## config.mk

```make
export PLATFORM = sky130hd
export DESIGN_NAME = key_value_table_linear_core
export DESIGN_NICKNAME = d
export VERILOG_FILES = /design/src/hdl/kvtl_pkg.sv /design/src/hdl/key_value_table_linear_core.sv
export SDC_FILE = /design/constraint.sdc
export NUM_CORES = 1
export LEC_CHECK = 0
export BUFFER_PORTS_ARGS = -buffer_cell sky130_fd_sc_hd__buf_2
export CAP_MARGIN = 20
export CORE_MARGIN = 2
export CORE_UTILIZATION = 45
export CTS_CLUSTER_SIZE = 10
export DETAILED_ROUTE_END_ITERATION = 12
export GPL_TIMING_DRIVEN = 0
export SKIP_LAST_GASP = 1
export SLEW_MARGIN = 20
export SYNTH_ARGS = -nofsm -noshare
export SYNTH_HDL_FRONTEND = slang
export SYNTH_SLANG_ARGS = --single-unit
```

## constraint.sdc

```tcl
create_clock -name i_clk -period 8.25 [get_ports i_clk]
set_input_delay 1.65 -clock i_clk [delete_from_list [all_inputs] [get_ports i_clk]]
set_output_delay 1.65 -clock i_clk [all_outputs]
set_load 0.05 [all_outputs]
```

## src/hdl/kvtl_pkg.sv

```systemverilog
`default_nettype none
package kvtl_pkg;

    localparam int unsigned CAPACITY_DEFAULT = 16;
    localparam int unsigned LIMIT_W          = 5;
    localparam logic [LIMIT_W-1:0] LIMIT_RESET = 5'd16;

    localparam logic [1:0] FUNC_INSERT = 2'd0;
    localparam logic [1:0] FUNC_FIND   = 2'd1;
    localparam logic [1:0] FUNC_DELETE = 2'd2;

    localparam logic [2:0] ST_APPENDED   = 3'd0;
    localparam logic [2:0] ST_OVERWRITE  = 3'd1;
    localparam logic [2:0] ST_FULL       = 3'd2;
    localparam logic [2:0] ST_FOUND      = 3'd3;
    localparam logic [2:0] ST_MISS       = 3'd4;
    localparam logic [2:0] ST_DELETED    = 3'd5;
    localparam logic [2:0] ST_ABSENT     = 3'd6;

    typedef struct packed {
        logic [1:0]  func;
        logic [31:0] key;
        logic [31:0] value_in;
    } t_req;

    typedef struct packed {
        logic [2:0]  status;
        logic [31:0] value_out;
        logic [4:0]  count_out;
    } t_rsp;

endpackage
`default_nettype wire

```

## src/hdl/key_value_table_linear_core.sv

```systemverilog
// Key-value table kept as a packed, unsorted array of up to CAPACITY entries.
// Input channel: i_in_valid / o_in_ready carry one request item (func, key,
// value_in). Output channel: o_out_valid / i_out_ready carry one response
// item (status, value_out, count_out) for every request.
// Operations: insert overwrites a matching key or appends a new one (rejected
// when the count has reached the limit), find returns the stored value,
// delete removes the match and moves every later entry down one slot.
// One item is worked at a time; o_in_ready is low while it is in flight.
// The entries are scanned one at a time through a single read port of the
// key and value memories: each entry examined is read and then compared, and
// each entry moved on delete is read and then written one slot lower.
// The response sits in an output register; the next item is taken while it
// waits, and the block holds its next response until the receiver takes it.
// i_cfg_we writes the entry limit (reset 16, clamped to CAPACITY); write it
// only while the block is idle.
// Reset (synchronous, active low) empties the table and sets the limit to
// 16; the memory contents are not cleared, since only slots below the
// count are ever used.
`default_nettype none
module key_value_table_linear_core #(
    parameter int unsigned CAPACITY = kvtl_pkg::CAPACITY_DEFAULT
) (
    input  wire logic                        i_clk,
    input  wire logic                        i_rst_n,
    input  wire logic                        i_cfg_we,
    input  wire logic [kvtl_pkg::LIMIT_W-1:0] i_cfg_data,
    input  wire logic                        i_in_valid,
    output      logic                        o_in_ready,
    input  wire kvtl_pkg::t_req              i_in_item,
    output      logic                        o_out_valid,
    input  wire logic                        i_out_ready,
    output      kvtl_pkg::t_rsp              o_out_item
);

    localparam int unsigned CW   = $clog2(CAPACITY + 1);
    localparam int unsigned IW   = (CAPACITY > 1) ? $clog2(CAPACITY) : 1;
    localparam int unsigned CMPW = (CW > kvtl_pkg::LIMIT_W) ? CW : kvtl_pkg::LIMIT_W;

    typedef enum logic [5:0] {
        S_IDLE = 6'b000001,
        S_LOOK = 6'b000010,
        S_CMP  = 6'b000100,
        S_SHRD = 6'b001000,
        S_SHWR = 6'b010000,
        S_DONE = 6'b100000
    } t_state;

    t_state                     r_state, n_state;
    kvtl_pkg::t_req             r_req;
    logic [CW-1:0]              r_idx, n_idx;
    logic [CW-1:0]              r_count, n_count;
    logic [kvtl_pkg::LIMIT_W-1:0] r_limit;
    kvtl_pkg::t_rsp             r_res, n_res;
    kvtl_pkg::t_rsp             r_out, n_out;
    logic                       r_ovalid, n_ovalid;
    logic [31:0]                r_key_q, r_val_q;
    logic [31:0]                key_mem [CAPACITY];
    logic [31:0]                val_mem [CAPACITY];

    logic                       key_we, val_we;
    logic [IW-1:0]              waddr;
    logic [31:0]                wkey, wval;
    logic [CW-1:0]              idx_p1, idx_m1, count_p1, count_m1;
    logic                       room, in_acc;

    assign in_acc   = i_in_valid && o_in_ready;
    assign idx_p1   = CW'(r_idx + 1'b1);
    assign idx_m1   = CW'(r_idx - 1'b1);
    assign count_p1 = CW'(r_count + 1'b1);
    assign count_m1 = CW'(r_count - 1'b1);
    assign room     = (CMPW'(r_count) < CMPW'(r_limit)) && (r_count < CW'(CAPACITY));

    always_comb begin
        n_state  = r_state;
        n_idx    = r_idx;
        n_count  = r_count;
        n_res    = r_res;
        n_out    = r_out;
        n_ovalid = r_ovalid;
        key_we   = 1'b0;
        val_we   = 1'b0;
        waddr    = r_idx[IW-1:0];
        wkey     = r_req.key;
        wval     = r_req.value_in;
        if (r_ovalid && i_out_ready) begin
            n_ovalid = 1'b0;
        end
        unique case (r_state)
            S_IDLE: begin
                if (i_in_valid) begin
                    n_idx   = '0;
                    n_state = S_LOOK;
                end
            end
            S_LOOK: begin
                n_res.value_out = '0;
                n_res.count_out = 5'(r_count);
                if (r_req.func != kvtl_pkg::FUNC_INSERT && r_req.func != kvtl_pkg::FUNC_FIND
                        && r_req.func != kvtl_pkg::FUNC_DELETE) begin
                    n_res.status = kvtl_pkg::ST_MISS;
                    n_state      = S_DONE;
                end else if (r_idx == r_count) begin
                    n_state = S_DONE;
                    case (r_req.func)
                        kvtl_pkg::FUNC_INSERT: begin
                            if (room) begin
                                key_we          = 1'b1;
                                val_we          = 1'b1;
                                n_count         = count_p1;
                                n_res.count_out = 5'(count_p1);
                                n_res.status    = kvtl_pkg::ST_APPENDED;
                            end else begin
                                n_res.status = kvtl_pkg::ST_FULL;
                            end
                        end
                        kvtl_pkg::FUNC_DELETE: n_res.status = kvtl_pkg::ST_ABSENT;
                        default:               n_res.status = kvtl_pkg::ST_MISS;
                    endcase
                end else begin
                    n_state = S_CMP;
                end
            end
            S_CMP: begin
                if (r_key_q == r_req.key) begin
                    n_state = S_DONE;
                    case (r_req.func)
                        kvtl_pkg::FUNC_INSERT: begin
                            val_we       = 1'b1;
                            n_res.status = kvtl_pkg::ST_OVERWRITE;
                        end
                        kvtl_pkg::FUNC_FIND: begin
                            n_res.status    = kvtl_pkg::ST_FOUND;
                            n_res.value_out = r_val_q;
                        end
                        default: begin
                            if (idx_p1 < r_count) begin
                                n_idx   = idx_p1;
                                n_state = S_SHRD;
                            end else begin
                                n_count         = count_m1;
                                n_res.count_out = 5'(count_m1);
                                n_res.status    = kvtl_pkg::ST_DELETED;
                            end
                        end
                    endcase
                end else begin
                    n_idx   = idx_p1;
                    n_state = S_LOOK;
                end
            end
            S_SHRD: begin
                n_state = S_SHWR;
            end
            S_SHWR: begin
                key_we = 1'b1;
                val_we = 1'b1;
                waddr  = idx_m1[IW-1:0];
                wkey   = r_key_q;
                wval   = r_val_q;
                if (idx_p1 < r_count) begin
                    n_idx   = idx_p1;
                    n_state = S_SHRD;
                end else begin
                    n_count         = count_m1;
                    n_res.count_out = 5'(count_m1);
                    n_res.status    = kvtl_pkg::ST_DELETED;
                    n_state         = S_DONE;
                end
            end
            S_DONE: begin
                if (!r_ovalid || i_out_ready) begin
                    n_out    = r_res;
                    n_ovalid = 1'b1;
                    n_state  = S_IDLE;
                end
            end
            default: n_state = S_IDLE;
        endcase
    end

    always_ff @(posedge i_clk) begin
        if (!i_rst_n) begin
            r_state  <= S_IDLE;
            r_count  <= '0;
            r_limit  <= kvtl_pkg::LIMIT_RESET;
            r_ovalid <= 1'b0;
        end else begin
            r_state  <= n_state;
            r_count  <= n_count;
            r_ovalid <= n_ovalid;
            if (i_cfg_we) begin
                r_limit <= i_cfg_data;
            end
        end
    end

    always_ff @(posedge i_clk) begin
        r_idx <= n_idx;
        r_res <= n_res;
        r_out <= n_out;
        if (in_acc) begin
            r_req <= i_in_item;
        end
    end

    // one write and one read port per memory
    always_ff @(posedge i_clk) begin
        if (key_we) begin
            key_mem[waddr] <= wkey;
        end
        r_key_q <= key_mem[r_idx[IW-1:0]];
    end

    always_ff @(posedge i_clk) begin
        if (val_we) begin
            val_mem[waddr] <= wval;
        end
        r_val_q <= val_mem[r_idx[IW-1:0]];
    end

    assign o_in_ready  = (r_state == S_IDLE);
    assign o_out_valid = r_ovalid;
    assign o_out_item  = r_out;

    a_count_bound: assert property (@(posedge i_clk) disable iff (!i_rst_n)
        r_count <= CW'(CAPACITY))
        else $error("entry count above capacity");

    a_count_step: assert property (@(posedge i_clk) disable iff (!i_rst_n)
        (r_state != S_LOOK && r_state != S_CMP && r_state != S_SHWR) |=> $stable(r_count))
        else $error("entry count changed outside an operation");

    a_value_zero: assert property (@(posedge i_clk) disable iff (!i_rst_n)
        (o_out_valid && o_out_item.status != kvtl_pkg::ST_FOUND) |-> (o_out_item.value_out == '0))
        else $error("value on a response other than found");

    a_busy_after_accept: assert property (@(posedge i_clk) disable iff (!i_rst_n)
        in_acc |=> !o_in_ready)
        else $error("ready again right after an accepted item");

    a_scan_in_range: assert property (@(posedge i_clk) disable iff (!i_rst_n)
        (r_state == S_CMP || r_state == S_SHRD || r_state == S_SHWR) |-> (r_idx < r_count))
        else $error("scan index beyond the count");

endmodule
`default_nettype wire
```

# Word-level counts from Yosys, hierarchy flattened
# Memories as Yosys holds them, arrays and structs flattened. A register that Yosys moved wholly into a read port is not among the register bits.
# Cells that the tools add are included.
[word_totals]
register_bits = 168
ram_bits = 1024
out_inout_bits = 42
wordCells = 113
memories = 2
[memory_table]
columns = ["name", "words", "word_bits", "read_ports", "rd_clocked_by_memory_dff", "wr", "line", "rtl"]
rows = [
  ["key_mem", 16, 32, 1, 1, 1, "key_value_table_linear_core.sv:57", "logic [31:0] key_mem [CAPACITY];"],
  ["val_mem", 16, 32, 1, 1, 1, "key_value_table_linear_core.sv:58", "logic [31:0] val_mem [CAPACITY];"],
]
[classes]
addsub = 4
order_cmp = 3
n_eq_ne = 19
n_mux = 52
n_reduce_logical = 19
[op_table]
columns = ["cell", "n"]
rows = [
  ["32-bit 2-to-1 mux", 3],
  ["5-bit 2-to-1 mux", 13],
  ["32-bit case mux with 2 select lines", 1],
  ["5-bit case mux with 3 select lines", 3],
  ["6-bit 2-to-1 mux", 7],
  ["40-bit 2-to-1 mux", 1],
  ["6-bit case mux with 6 select lines", 1],
  ["32-bit == test", 1],
  ["1-bit 2-to-1 mux", 13],
  ["3-bit case mux with 2 select lines", 2],
  ["3-bit AND reduction", 4],
  ["5-bit by 1-bit adder with 5-bit output (second input constant)", 2],
  ["5-bit less-than comparator", 2],
  ["2-bit inequality test (second input constant)", 5],
  ["3-bit 2-to-1 mux", 3],
  ["3-bit case mux with 3 select lines", 1],
  ["6-bit by 1-bit == test with 1-bit output (second input constant)", 1],
  ["6-bit by 2-bit == test with 1-bit output (second input constant)", 1],
  ["6-bit by 3-bit == test with 1-bit output (second input constant)", 1],
  ["6-bit by 4-bit == test with 1-bit output (second input constant)", 1],
  ["6-bit by 5-bit == test with 1-bit output (second input constant)", 1],
  ["6-bit == test (second input constant)", 1],
  ["3-bit inequality test (second input constant)", 2],
  ["3-bit nonzero test", 2],
  ["18 further kinds", 25],
]

# Logic depth before layout (Yosys ltp)
[depth]
depth_word = 9
mapped_depth = 14
mapped_depth_nobuf = 11

# Least setup slack after synthesis
# No wires, ideal clock.
[synth_path]
kind = "reg2reg"
from = "register r_idx[0]"
to = "memory val_mem[15][0] (enable)"
setup_time_ns = 0.461
t_arrival_ns = 4.286
required_ns = 7.789
setup_slack_ns = 3.503
path_stages_with_launch = 10
n_path_buf = 4
synth_period_minus_slack_ns = 4.747
path_cell_list = "edfxtp_1 -> clkbuf_1 -> buf_2 -> buf_2 -> buf_2 -> inv_1 -> ha_1 -> nor3_1 -> a21oi_1 -> nor3_1"
[synth_via]
elab_chain_cells = 6
[synth_rtl]
columns = ["item", "line", "rtl"]
rows = [
  ["start: declaration", "key_value_table_linear_core.sv:50", "logic [CW-1:0] r_idx, n_idx;"],
  ["start signal: assignment", "key_value_table_linear_core.sv:198", "r_idx <= n_idx;"],
  ["5-bit == test", "key_value_table_linear_core.sv:102", "end else if (r_idx == r_count) begin"],
  ["1-bit 2-to-1 mux", "key_value_table_linear_core.sv:102", ""],
  ["1-bit 2-to-1 mux", "key_value_table_linear_core.sv:98", "if (r_req.func != kvtl_pkg::FUNC_INSERT && r_req.func != kvtl_pkg::FUNC_FIND"],
  ["1-bit case mux with 3 select lines", "key_value_table_linear_core.sv:88", "unique case (r_state)"],
  ["1-bit 2-to-1 mux", "key_value_table_linear_core.sv:215", "if (val_we) begin"],
  ["1-bit 2-to-1 mux (not written as such)", "key_value_table_linear_core.sv:216", "val_mem[waddr] <= wval;"],
  ["end: declaration", "key_value_table_linear_core.sv:58", ""],
]
# Several ways; a longest one is shown, not always the timed one.

# Final worst setup path
[layout_path]
from = "register r_idx[0]"
to = "memory val_mem[8][17] (enable)"
# The elaborated chain is that of the path after synthesis.

==> results.md <==
- Outcome: finished clean
- I/O Pins: 118
- Mapped Avg Cell Area: 21.6 um2
- Most numerous cell in the Yosys netlist: edfxtp_1
- Power Density: 241 nW/um2
- # nets final: 2674
- Min-delay worst type: flop to flop
- Post-Synthesis Cells: 2199
- Max incr delay on CP: 0.67 ns
- Multi-input gate area: 10300 um2
- Row count: 119
- Sequential Area: 36900 um2
- Post-CTS setup buffer count: 0
- Post-Syn Area: 47400 um2
- Seq/Total Area, Yosys: 0.778
- Crit path kind: flop to flop
- Worst-case clock skew: 0.0342 ns
- Net Count, Synth: 2288
- Global route overflow: 0
- Final WS setup: 3.21 ns
- Final Critical Period: 5.04 ns
- Rel. slew slack: 0.265
- Initial DRT Pass Iterations: 7
- Synthesis Warnings: 0
- CTS Buf Count: 146
- Max-cap violations: 0
- Die area: 108000 um2
- Tightest Pin Transition: 1.10 ns
- Clock sink count: 1256
- Cts hold-fix bufs: 0
- Routed vias: 23.0k
- Clk_lat worst skew: 0.74 ns
- Final Hold Fails: 0
- Worst VDD drop: 0.000208 V
- Crit-path slowest cell: nor3_2
- Critical Path Fanout Max: 10
- Overall power: 0.0135 W
- Largest net degree at the start of global routing: 38
- Starting Density: 0.452
- Root buf cell: clkbuf_16
- Top-area cell type share of the netlist area: 0.744
- Placer congestion estimate: 0.797
- Std-Cell Core Area: 105000 um2
- CP Data Required Time: 8.67 ns
- Area grow syn2layout: 17.8%
- CP Launch Type: flop
- Port bufs: 116
- GRT Resource Usage Total: 0.213
- DRT iter0 DRCs: 2507
- Die Ht: 329 um
- Final ANT Viol Nets: 0
- Achievable frequency: 0.198 GHz
- Finished Cell Area: 55900 um2
- Slew Limit Fails: 0
- Ant diodes: 0
- Clk slew on worst S/H paths: 0.05 ns
- Setup-failing EPs final: 0
- Wirelength per Cell: 27.7 um
- Share of cells above drive strength 1: 0.305
- Initial antenna violation count: 1
- Detailed Route WL: 113000 um
- Period utilization: 0.611
- First-pass GRT wire length: 163000 um
- Synth Register Bits: 1256
- Post-synth EDFFs: 1175
- Dpl ws: 3.29 ns
- Fillers: 8071
- CTS Buffer Depth: 3
- Max H-tree Level: 4
- Main synth FF type: edfxtp_1
- RSZ-0062 raised after global routing: false
- DP Area: 51700 um2
- Post-CTS Resized: 0
- Vias in the first global route: 24.0k
- TritonCTS clock tree: done
- Yosys top cell by area: edfxtp_1
- Yosys cell types: 61
- Async S/R FF share, synth: 0
- Min Hold Slack: 0.406 ns
- Via/cell ratio: 5.65
- Critical Path AT: 5.45 ns
- Die W: 329 um
- Critical path, cell by cell: clkbuf_1 -> buf_2 -> buf_2 -> buf_2 -> inv_1 -> ha_1 -> nor2_1 -> nor2_1 -> nor2_1 -> a21oi_2 -> nor3_2 -> buf_6 -> buf_4 -> buf_4 -> buf_4
- Synth top area cells: edfxtp_1 74%, mux4_2 15%, dfxtp_1 3.4%
- DRC violations left: 0
- Post-synth top cells: 1175 x edfxtp_1, 320 x mux4_2, 215 x nand2_1
- DPL Wire Length: 75000 um
- Leak Pwr: 18.3 nW
- CP endpoint kind: flop
[report_power, final]
| part | switching (W) | internal (W) | total (W) |
|---|---|---|---|
| Combinational | 0.000366 | 0.000244 | 0.000610 |
| Clock | 0.00239 | 0.00335 | 0.00574 |
| Sequential | 0.0000496 | 0.00706 | 0.00711 |
| Total | 0.00280 | 0.0107 | 0.0135 |
[critical path: cells and delay by family (launching register included)]
kind | cells | cell delay (ns)
buf+inv | 9 | 2.58
simple gates | 4 | 1.14
flops | 1 | 0.41
compound gates | 1 | 0.28
fa+ha+maj | 1 | 0.27
[layout by cell type, fill, tap and decap left out, drive strengths merged, types with 3 or more instances in the layout]
cell    instances
nor2b           4
nor2           44
o21a            3
o211ai          3
a21oi          19
xnor2           9
nand2         215
inv            25
ha             13
clkbuf        281
clkinv          9
nand3           6
a21o            3
o31ai           3
buf           284
a31oi           3
a22oi           4
o21ai          14
a211oi          4
dfxtp          81
nand4b          3
nand4           5
mux2i           7
edfxtp       1175
mux4          320
xor2           36
and2           35
nor3           29
nor4           12
[path summary, 6_finish.rpt]
path	from	end	slack (ns)	cells after the start
worst max-delay path	r_idx[0]$_DFFE_PP_	val_mem[8][17]$_DFFE_PP_	3.21	15
worst min-delay path	r_res[15]$_SDFFCE_PN0P_	o_out_item[15]$_DFFE_PP_	0.41	0
worst max register to register	r_idx[0]$_DFFE_PP_	val_mem[8][17]$_DFFE_PP_	3.21	15
worst min register to register	r_res[15]$_SDFFCE_PN0P_	o_out_item[15]$_DFFE_PP_	0.41	0
[through the flow]
step            util  TNS (ns)  cells
2_1_floorplan      -         0   2199
5_1_grt        0.532         0   4069
4_1_cts        0.532         0   4069
3_3_place_gp   0.474   -337.18   3706
6_report       0.532         0   4069
3_5_place_dp   0.492         0   3828
[kinds of logic after synthesis]
family          Yosys count  share of synthesized area
simple gates            366                     0.0348
mux                     328                      0.154
buf+inv                 120                     0.0103
xor+xnor                 45                    0.00831
flops                  1256                      0.778
compound gates           71                     0.0113
fa+ha+maj                13                    0.00343
[final cells by class]
class,count,area share
Sequential cell,1256,0.660
Multi-Input combinational cell,823,0.184
Clock buffer,225,0.0722
Timing Repair Buffer,238,0.0405
Tap cell,1391,0.0311
Buffer,102,0.00773
Clock inverter,16,0.00300
Inverter,18,0.00121
[metal layers]
layer,global-route usage,share of wire
met1,0.284,0.41
met2,0.357,0.51
met3,0.0376,0.060
met4,0.0687,0.024
met5,0,0
[state kept, by name, summed over array words and instances (netlist names)]
register and count:
r_limit 5, r_idx 5, key_mem 512, r_key_q 32, r_state 6, val_mem 512
o_out_valid 1, r_req 66, o_out_item 40, r_val_q 32, r_res 40, r_count 5
No activity file was read; power rests on OpenSTA's default activity.
